### src/design/linear_array_deque_macros.svh
// ----------------------------------------------------------------------------
// Assertion macros for the linear array deque
// Concurrent checks on the clock and reset of the module that uses them.
// ----------------------------------------------------------------------------
`ifndef LINEAR_ARRAY_DEQUE_MACROS_SVH
`define LINEAR_ARRAY_DEQUE_MACROS_SVH

`ifndef SYNTHESIS
// Same-cycle implication.
`define LADQ_ASSERT_NOW(lbl, ante, cons, msg) \
   lbl: assert property (@(posedge clock) disable iff (reset) (ante) |-> (cons)) \
      else $error(msg);
// Next-cycle implication.
`define LADQ_ASSERT_NEXT(lbl, ante, cons, msg) \
   lbl: assert property (@(posedge clock) disable iff (reset) (ante) |=> (cons)) \
      else $error(msg);
`else
`define LADQ_ASSERT_NOW(lbl, ante, cons, msg)
`define LADQ_ASSERT_NEXT(lbl, ante, cons, msg)
`endif

`endif

### src/design/ladq_pkg.sv
// ----------------------------------------------------------------------------
// ladq_pkg
// Opcodes, status codes and controller/datapath interface types.
// ----------------------------------------------------------------------------
package ladq_pkg;

   localparam int OpW   = 3;
   localparam int WordW = 32;
   localparam int StW   = 3;

   localparam logic [OpW-1:0] OP_INS_FRONT = 3'd0;
   localparam logic [OpW-1:0] OP_DEL_FRONT = 3'd1;
   localparam logic [OpW-1:0] OP_INS_REAR  = 3'd2;
   localparam logic [OpW-1:0] OP_DEL_REAR  = 3'd3;
   localparam logic [OpW-1:0] OP_LIST      = 3'd4;

   localparam logic [StW-1:0] ST_OK        = 3'd0;
   localparam logic [StW-1:0] ST_FULL_REAR = 3'd1;
   localparam logic [StW-1:0] ST_NO_FRONT  = 3'd2;
   localparam logic [StW-1:0] ST_EMPTY     = 3'd3;
   localparam logic [StW-1:0] ST_BAD_OP    = 3'd4;

   typedef enum logic [1:0] {
      S_IDLE = 2'b01,
      S_LIST = 2'b10
   } state_type;

   // Commands from the controller to the datapath.
   typedef struct packed {
      logic accept;
      logic walk;
   } ctrl_cmd_type;

   // Status from the datapath to the controller.
   typedef struct packed {
      logic list_go;
      logic walk_last;
   } dp_stat_type;

endpackage

### src/design/ladq_ctrl.sv
// ----------------------------------------------------------------------------
// ladq_ctrl
// Controller: accepts transactions and sequences the listing walk.
// ----------------------------------------------------------------------------
`include "linear_array_deque_macros.svh"

module ladq_ctrl (
   input  logic                  clock,
   input  logic                  reset,
   input  logic                  start,
   output logic                  busy,
   input  ladq_pkg::dp_stat_type stat,
   output ladq_pkg::ctrl_cmd_type cmd
);

   ladq_pkg::state_type state_ff;
   ladq_pkg::state_type state_in;

   assign busy       = (state_ff == ladq_pkg::S_LIST);
   assign cmd.accept = start && !busy;
   assign cmd.walk   = (state_ff == ladq_pkg::S_LIST);

   always_comb begin
      state_in = state_ff;
      case (state_ff)
         ladq_pkg::S_IDLE: begin
            if (cmd.accept && stat.list_go) begin
               state_in = ladq_pkg::S_LIST;
            end
         end
         ladq_pkg::S_LIST: begin
            if (stat.walk_last) begin
               state_in = ladq_pkg::S_IDLE;
            end
         end
         default: begin
            state_in = ladq_pkg::S_IDLE;
         end
      endcase
   end

   always_ff @(posedge clock) begin
      if (reset) begin
         state_ff <= ladq_pkg::S_IDLE;
      end else begin
         state_ff <= state_in;
      end
   end

   `LADQ_ASSERT_NEXT(a_walk_continues, (state_ff == ladq_pkg::S_LIST) && !stat.walk_last, state_ff == ladq_pkg::S_LIST, "listing walk ended early")
   `LADQ_ASSERT_NEXT(a_list_enters_walk, cmd.accept && stat.list_go, state_ff == ladq_pkg::S_LIST, "list transaction did not start a walk")

endmodule

### src/design/ladq_dp.sv
// ----------------------------------------------------------------------------
// ladq_dp
// Datapath: slot memory, head and tail indices, result registers.
// ----------------------------------------------------------------------------
`include "linear_array_deque_macros.svh"

module ladq_dp #(
   parameter int DEPTH = 64
) (
   input  logic                                 clock,
   input  logic                                 reset,
   input  logic [ladq_pkg::OpW-1:0]             req_opcode,
   input  logic signed [ladq_pkg::WordW-1:0]    req_data_word,
   input  ladq_pkg::ctrl_cmd_type               cmd,
   output ladq_pkg::dp_stat_type                stat,
   output logic                                 rsp_strobe,
   output logic [ladq_pkg::StW-1:0]             rsp_status,
   output logic signed [ladq_pkg::WordW-1:0]    rsp_element_value,
   output logic                                 rsp_last_result
);

   localparam int IdxW = $clog2(DEPTH);
   localparam logic [IdxW-1:0] LastIdx = IdxW'(DEPTH - 1);
   localparam logic [IdxW-1:0] One = IdxW'(1);

   logic [ladq_pkg::WordW-1:0] slot_store_ff [DEPTH];
   logic [ladq_pkg::WordW-1:0] rd_data_ff;
   logic [IdxW-1:0]            rd_addr;

   logic [IdxW-1:0]            head_ff, head_in;
   logic [IdxW-1:0]            tail_ff, tail_in;
   logic                       empty_ff, empty_in;
   logic [IdxW-1:0]            walk_ff, walk_in;
   logic                       single_ff, single_in;
   logic [ladq_pkg::StW-1:0]   status_ff, status_in;

   logic                       wr_en;
   logic [IdxW-1:0]            wr_addr;
   logic                       list_ok;
   logic                       walk_last;

   assign list_ok      = !empty_ff && (head_ff <= tail_ff);
   assign walk_last    = (walk_ff == tail_ff);
   assign stat.list_go = (req_opcode == ladq_pkg::OP_LIST) && list_ok;
   assign stat.walk_last = walk_last;

   always_comb begin
      head_in   = head_ff;
      tail_in   = tail_ff;
      empty_in  = empty_ff;
      status_in = ladq_pkg::ST_OK;
      wr_en     = 1'b0;
      wr_addr   = head_ff;
      case (req_opcode)
         ladq_pkg::OP_INS_FRONT: begin
            if (empty_ff) begin
               wr_en    = 1'b1;
               wr_addr  = '0;
               head_in  = '0;
               tail_in  = '0;
               empty_in = 1'b0;
            end else if (head_ff == '0) begin
               status_in = ladq_pkg::ST_NO_FRONT;
            end else begin
               wr_en   = 1'b1;
               wr_addr = head_ff - One;
               head_in = head_ff - One;
            end
         end
         ladq_pkg::OP_DEL_FRONT: begin
            if (empty_ff) begin
               status_in = ladq_pkg::ST_EMPTY;
            end else if (head_ff >= tail_ff) begin
               head_in  = '0;
               tail_in  = '0;
               empty_in = 1'b1;
            end else begin
               head_in = head_ff + One;
            end
         end
         ladq_pkg::OP_INS_REAR: begin
            if (empty_ff) begin
               wr_en    = 1'b1;
               wr_addr  = '0;
               head_in  = '0;
               tail_in  = '0;
               empty_in = 1'b0;
            end else if (tail_ff >= LastIdx) begin
               status_in = ladq_pkg::ST_FULL_REAR;
            end else begin
               wr_en   = 1'b1;
               wr_addr = tail_ff + One;
               tail_in = tail_ff + One;
            end
         end
         ladq_pkg::OP_DEL_REAR: begin
            if (empty_ff) begin
               status_in = ladq_pkg::ST_EMPTY;
            end else if (tail_ff <= head_ff) begin
               head_in  = '0;
               tail_in  = '0;
               empty_in = 1'b1;
            end else begin
               tail_in = tail_ff - One;
            end
         end
         ladq_pkg::OP_LIST: begin
            if (!list_ok) begin
               status_in = ladq_pkg::ST_EMPTY;
            end
         end
         default: begin
            status_in = ladq_pkg::ST_BAD_OP;
         end
      endcase
   end

   // A list that has entries produces its results from the walk, not here.
   assign single_in = cmd.accept && !stat.list_go;

   // The read is issued in the cycle before the result that shows it.
   assign rd_addr = (cmd.walk && !walk_last) ? walk_ff + One : head_ff;
   assign walk_in = cmd.walk ? ((walk_last) ? walk_ff : walk_ff + One) : head_ff;

   always_ff @(posedge clock) begin
      if (cmd.accept && wr_en) begin
         slot_store_ff[wr_addr] <= req_data_word;
      end
      rd_data_ff <= slot_store_ff[rd_addr];
   end

   always_ff @(posedge clock) begin
      walk_ff <= walk_in;
      if (cmd.accept) begin
         status_ff <= status_in;
      end
   end

   always_ff @(posedge clock) begin
      if (reset) begin
         head_ff   <= '0;
         tail_ff   <= '0;
         empty_ff  <= 1'b1;
         single_ff <= 1'b0;
      end else begin
         single_ff <= single_in;
         if (cmd.accept) begin
            head_ff  <= head_in;
            tail_ff  <= tail_in;
            empty_ff <= empty_in;
         end
      end
   end

   assign rsp_strobe        = single_ff || cmd.walk;
   assign rsp_status        = cmd.walk ? ladq_pkg::ST_OK : status_ff;
   assign rsp_element_value = cmd.walk ? rd_data_ff : '0;
   assign rsp_last_result   = cmd.walk ? walk_last : 1'b1;

   `LADQ_ASSERT_NOW(a_order, !empty_ff, head_ff <= tail_ff, "head index passed tail index")
   `LADQ_ASSERT_NOW(a_empty_idx, empty_ff, (head_ff == '0) && (tail_ff == '0), "empty queue with nonzero index")
   `LADQ_ASSERT_NOW(a_one_source, 1'b1, !(single_ff && cmd.walk), "two results in one cycle")

endmodule

### src/design/linear_array_deque.sv
// ----------------------------------------------------------------------------
// linear_array_deque
// Double-ended queue in a fixed, non-circular array of signed words.
// ----------------------------------------------------------------------------
// A transaction is taken when start is high and busy is low. Insert, delete
// and invalid-opcode transactions show their single result on the cycle after
// acceptance, so they can be issued back to back. A list transaction on a
// non-empty queue walks the slot memory one entry per cycle through its single
// registered read port: results appear from the cycle after acceptance, one per
// stored word from head to tail, and busy stays high through the result for
// the tail entry. The result strobe lasts one cycle and the receiver cannot
// stall it, so it must take every result as it comes.
// ----------------------------------------------------------------------------
module linear_array_deque #(
   parameter int DEPTH = 64
) (
   input  logic                              clock,
   input  logic                              reset,
   input  logic                              start,
   output logic                              busy,
   input  logic [ladq_pkg::OpW-1:0]          req_opcode,
   input  logic signed [ladq_pkg::WordW-1:0] req_data_word,
   output logic                              rsp_strobe,
   output logic [ladq_pkg::StW-1:0]          rsp_status,
   output logic signed [ladq_pkg::WordW-1:0] rsp_element_value,
   output logic                              rsp_last_result
);

   ladq_pkg::ctrl_cmd_type cmd;
   ladq_pkg::dp_stat_type  stat;

   ladq_ctrl u_ctrl (
      .clock (clock),
      .reset (reset),
      .start (start),
      .busy  (busy),
      .stat  (stat),
      .cmd   (cmd)
   );

   ladq_dp #(
      .DEPTH (DEPTH)
   ) u_dp (
      .clock             (clock),
      .reset             (reset),
      .req_opcode        (req_opcode),
      .req_data_word     (req_data_word),
      .cmd               (cmd),
      .stat              (stat),
      .rsp_strobe        (rsp_strobe),
      .rsp_status        (rsp_status),
      .rsp_element_value (rsp_element_value),
      .rsp_last_result   (rsp_last_result)
   );

endmodule

### config.mk
export PLATFORM = sky130hd
export DESIGN_NAME = linear_array_deque
export DESIGN_NICKNAME = d
export VERILOG_FILES = /design/src/design/ladq_pkg.sv /design/src/design/ladq_ctrl.sv /design/src/design/ladq_dp.sv /design/src/design/linear_array_deque.sv
export VERILOG_INCLUDE_DIRS = /design/src /design/src/design
export SDC_FILE = /design/constraint.sdc
export NUM_CORES = 2
export LEC_CHECK = 0
export ABC_AREA = 1
export BUFFER_PORTS_ARGS = -buffer_cell sky130_fd_sc_hd__buf_2
export CELL_PAD_IN_SITES_DETAIL_PLACEMENT = 2
export CELL_PAD_IN_SITES_GLOBAL_PLACEMENT = 2
export CORE_MARGIN = 2
export CORE_UTILIZATION = 42
export DETAILED_ROUTE_END_ITERATION = 8
export GPL_TIMING_DRIVEN = 1
export PLACE_DENSITY_LB_ADDON = 0.1
export SYNTH_ARGS = -nofsm -noshare
export SYNTH_HDL_FRONTEND = slang
export SYNTH_HIERARCHICAL = 1
export SYNTH_SLANG_ARGS = --single-unit
### constraint.sdc
create_clock -name clock -period 4.4 [get_ports clock]
set_input_delay 0 -clock clock [delete_from_list [all_inputs] [get_ports clock]]
set_output_delay 0 -clock clock [all_outputs]
set_load 0.005 [all_outputs]
---- After elaboration in Yosys (flattened, before gate mapping) ----
Memories as Yosys holds them, arrays and structs flattened. A register that Yosys moved wholly into a read port is not among the register bits.
Cells that the tools add are included.
storage, ports and cells
  bits of input ports ..................... 38
  bits in registers ....................... 25
  RAM bits ................................ 2048
  output and inout bits ................... 38
  word-level logic and storage cells ...... 102
  memories ................................ 1
cells by class
  $add $sub $neg .......................... 5
  mux-type cells .......................... 46
  reduce and logical (&&, ||, !) cells .... 22
  magnitude comparators ................... 4
  eq/ne operators ......................... 17
memory list
  memory              words  width  read ports  clocked after Yosys merged registers in  write ports  line           text
  u_dp.slot_store_ff  64     32     1           1                                        1            ladq_dp.sv:26  logic [ladq_pkg::WordW-1:0] slot_store_ff [DEPTH];
operator list
  operator             count
  $mux 6               18
  $pmux 6 s4           2
  $mux 32              1
  $add 6x1->6 const B  3
  $le 6x6->1           2
  $mux 1               12
  $ne 2x1->1 const B   6
  $pmux 3 s4           1
  $pmux 6 s2           1
  $sub 6x1->6 const B  2
  $mux 2               5
  $mux 3               3
  $logic_and 1x1->1    7
  $reduce_and 7->1     1
  $eq 3x2->1 const B   2
  $eq 6x6->1           1
  $ge 6x6->1           1
  $ge 6x6->1 const B   1
  $logic_not 6->1      1
  $ne 2x2->1 const B   3
  $reduce_and 6->1     1
  $logic_not 1->1      4
  $pmux 2 s2           1
  $reduce_and 2->1     2
  12 further kinds     13

---- Longest topological paths before layout ----
  depth in word-level cells ............... 7
  gate-level depth with buffers ........... 19
  mapped depth without buffers ............ 16

---- By module ----
Netlist, hierarchy kept.
by module, submodules not included
  module     cells an instance  instances  sequential area each (sq um)  area each (sq um)
  ladq_dp    9027               1          62690.1                       92057.0
  ladq_ctrl  17                 1          40.0                          108.9

---- Worst setup path after synthesis ----
Ideal clock, no wire load.
  kind .................................... reg2reg
  start point ............................. reg u_dp.head_ff[0]
  end point ............................... mem u_dp/slot_store_ff[11][0] (netlist name), enable pin
  slack ................................... 0.712 ns
  arrival time ............................ 3.267 ns
  buffers on the path ..................... 0
  clock period less this slack ............ 3.688 ns
  setup time .............................. 0.421 ns
  data required time ...................... 3.979 ns
  stages on the path, launching flop included .. 14
  cells stage by stage .................... dfxtp_1 -> inv_1 -> ha_1 -> nand4_1 -> or2_2 -> nor2_1 -> a21oi_1 -> nor2_1 -> a21oi_1 -> o21ai_0 -> inv_1 -> nor2_1 -> nand2_1 -> nor2_1
between the ends
  longest elaborated chain between the ends .. 7
  elaborated cells between the ends (all ways) .. 13
  those cells by class .................... 1 x add/sub; 10 x mux; 2 x reduce/logical
RTL lines
  what                                                                 line            text
  from (decl)                                                          ladq_dp.sv:30   logic [IdxW-1:0] head_ff, head_in;
  from (signal assigned)                                               ladq_dp.sv:148  head_ff <= head_in;
  parallel branches: the longest is 7 deep, another holds $sub 6x1->6  -
  to (decl)                                                            ladq_dp.sv:26
Parallel ways; which one is timed is not known.

---- Worst setup path in the final report ----
  start point ............................. in req_opcode[1] (netlist name)
  end point ............................... mem u_dp/slot_store_ff[2][13] (netlist name), enable pin
between the ends
  longest elaborated chain between the ends .. 5
  elaborated cells between the ends (all ways) .. 7
  those cells by class .................... 1 x eq/ne; 4 x mux; 2 x reduce/logical
RTL lines
  what                                           line                      text
  from (decl)                                    linear_array_deque.sv:21  input logic [ladq_pkg::OpW-1:0] req_opcode,
  $eq 3x2->1 or $logic_not 3->1 (tied branches)  ladq_dp.sv:54             case (req_opcode)
  $pmux 1 s2                                     ladq_dp.sv:54
  $logic_and 1x1->1                              ladq_dp.sv:126            if (cmd.accept && wr_en) begin
  $mux 1                                         ladq_dp.sv:126
  $mux 1 (implied by the code)                   ladq_dp.sv:127            slot_store_ff[wr_addr] <= req_data_word;
Parallel ways exist; a longest one is shown, timed or not.

==> impl_metrics.py <==
metrics = {
    "power_and_ir_drop": {
        "p_seq_share_pct": 49.5,
        "irDropWorstVdd_v": 0.000412,
        "combPwrFrac_pct": 8.2,
        "p_clk_share_pct": 42.2,
        "leakagePower_nw": 45.3,
        "power.internal_mw": 33.7,
        "power.switching_mw": 11.1,
        "finalPower_mw": 44.8,
        "p_per_area_nw_per_um2": 421,
        "switching_share_pct": 24.8,
    },
    "grt": {
        "grt_max_degree": 85,
        "grt.overflow.total": 0,
        "grt_pass1_wl_um": 527000,
        "grt.total_usage_pct": 32.3,
        "grt_pass1_vias": 76900,
        "antenna_found_initial": 12,
    },
    "logic_synthesis": {
        "synthAdderAreaFrac_pct": 0.163,
        "yosys.area.top_type": "edfxtp_1",
        "yosysSeqAreaShare_pct": 68.1,
        "yosysWarnings": 6,
        "synth.most_common_cell": "nand2_1",
        "synth_edf_count": 2057,
        "synthTopCellsByArea": "edfxtp_1 67%, nand3_1 11%, nand2_1 9.2%",
        "yosys.area_share.simple_pct": 20.7,
        "synth_xor_area_share_pct": 0.133,
        "async_reset_ff_share_pct": 0,
        "synth_top_cell_area_share_pct": 67.0,
        "synthMuxAreaShare_pct": 0,
        "avgSynthCellArea_um2": 10.2,
        "synth_ff_type": "edfxtp_1",
        "synth_cells": 9044,
        "synth_top_family_by_area": "simple AND/OR/NAND/NOR gates",
        "synth_cell_type_count": 39,
        "synth_compound_area_share_pct": 0.417,
        "synth_common_cells": "2,262 x nand2_1, 2,057 x edfxtp_1, 2,011 x nand3_1",
        "syn_nets": 9094,
        "synth_seq_cells": 2105,
        "synthesis.area_um2": 92200,
    },
    "clocking": {
        "cts_hold_repair.buffers": 46,
        "post_cts_resized": 0,
        "post_cts.repair.setup_buffers": 0,
        "cts_root_buf": "clkbuf_16",
        "tritoncts": "built",
        "cts-buffers-inserted": 229,
        "clock_latency_ps": 880,
        "cts_buffer_depth": 3,
        "clock-sinks": 2105,
        "cts_max_level": 4,
        "clk_pin_slew_ps": 60,
    },
    "cells_and_area": {
        "area_growth_pct": 15.6,
        "num-nets-final": 9328,
        "multi_input_area_um2": 20300,
        "n_fill_cell": 22000,
        "drive_gt1_share_pct": 8.64,
        "regArea_um2": 62700,
    },
    "worst_setup_path": {
        "cp-end-kind": "flop",
        "crit_fanout": 8,
        "cp_data_required_time_ps": 4960,
        "path_class": "input pin to flop",
        "crit_path_start_kind": "input pin",
        "arrival_ps": 4620,
    },
    "status": {
        "outcome": "completed",
    },
    "sta": {
        "rsz0062_at_grt": "no",
        "worst_slack_ps": 344,
        "finalSetupTns_ps": 0,
        "relSlewSlack_pct": 31.1,
        "skew_ps": 35.4,
        "hold_violations": 0,
        "tightest_slew_ps": 1030,
        "slew_violations": 0,
        "period_needed_ps": 4060,
        "finalCritPeriodShare_pct": 92.2,
        "fmax_ghz": 0.247,
        "setup_viol_count_final": 0,
    },
    "worst_hold_path": {
        "worstHoldPathType": "input pin to flop",
    },
    "routing": {
        "wire_per_inst_um": 29.4,
        "drt_iter0_markers": 6184,
        "drt_wl_total_um": 363000,
        "vias_per_cell": 5.62,
        "ant_nets": 0,
        "drc": 0,
        "dr.pass1.iters": 5,
        "via_count": 69300,
    },
    "floorplanning": {
        "dieWidth_um": 472,
        "initial_core_util_pct": 42.4,
        "die_area_um2": 223000,
        "die_height_um": 472,
        "rows": 171,
        "core-area_um2": 218000,
        "io_pins": 76,
    },
    "place": {
        "dp_hpwl_um": 209000,
        "finalWeightedCongestion": 0.817,
        "port_buffers": 75,
        "dp_worst_setup_slack_ps": 520,
    },
    "run": {
        "maxCapViolCount": 0,
    },
}
-- worst max-delay path: stages --
cell           delay [ps]
dlygate4sd3_1         540
buf_2                 130
dlygate4sd3_1         560
nor2_1                160
inv_1                 100
nor2_1                360
inv_1                 150
o21ai_0               100
nand2_1               150
a21oi_1               570
inv_1                 140
nor2_1                390
nand2_1               140
buf_4                 260
nor2_4                590
buf_12                230
-- cell type report --
type	instances	area share [%]
sequential	2105	58.9
multi-input combinational	4489	19.1
inverter	1990	7.03
clock buffer	301	5.81
timing repair buffer	463	4.92
tap	2854	3.35
clock inverter	126	0.940
antenna	4	0.00940
-- state kept, by name, summed over array words and instances (netlist names) --
signal / flops
u_dp/single_ff: 1
u_dp/head_ff: 6
u_dp/tail_ff: 6
u_dp/walk_ff: 6
u_ctrl/state_ff: 2
u_dp/empty_ff: 1
u_dp/rd_data_ff: 32
u_dp/status_ff: 3
u_dp/slot_store_ff: 2048
-- final timing paths --
kind | start | endpoint | slack (ps) | cells past startpoint
setup / recovery | req_opcode[1] | u_dp/slot_store_ff[2][13]$_DFFE_PP_ | 340 | 16
hold reg to reg | u_dp/tail_ff[1]$_SDFFE_PP0P_ | u_dp/tail_ff[1]$_SDFFE_PP0P_ | 570 | 2
hold / removal | start | u_ctrl/state_ff[0]$_SDFFE_PP1P_ | 70 | 5
setup reg to reg | u_dp/tail_ff[3]$_SDFFE_PP0P_ | u_dp/rd_data_ff[12]$_DFF_P_ | 370 | 17
-- per-layer routing --
metal  global-route usage, %  share of wire, %
met1                    41.2                41
met2                    56.4                50
met3                    4.13               5.4
met4                    12.0               4.0
met5                       0            0.0039
-- power groups by stage --
stage | registers (mW) | logic [mW] | clock network (mW)
finish | 22.2 | 3.68 | 18.9
floorplan | 22.6 | 1.79 | 0
global placement | 22.6 | 3.43 | 0
CTS | 22.2 | 3.66 | 19.2
global route | 22.2 | 3.93 | 19.9
detailed placement | 22.6 | 3.58 | 0
-- metrics by stage --
stage          util (%)  hold slack, ps  area [um^2]  cells
6_report           49.0            65.8       107000  12300
5_1_grt            49.0            70.0       107000  12300
4_1_cts            49.0            2.34       107000  12300
3_5_place_dp       45.4             337        98900  11900
3_3_place_gp       45.4             327        98900  11900
2_1_floorplan         -            66.9        92200   9044
-- cells in the final DEF, fill, tap and decap left out, types with 65 or more instances in the layout --
master / count
buf_12: 147
buf_2: 75
buf_4: 195
clkbuf_16: 234
edfxtp_1: 2057
inv_1: 1979
nand2_1: 2260
nand3_1: 2010
nor2_4: 65
-- cell families after synthesis --
logic type | count (synthesis)
compound gates | 67
xor+xnor | 14
fa+ha+maj | 12
buf+inv | 2450
flops | 2105
simple gates | 4396
(Power assumes the default switching activity.)
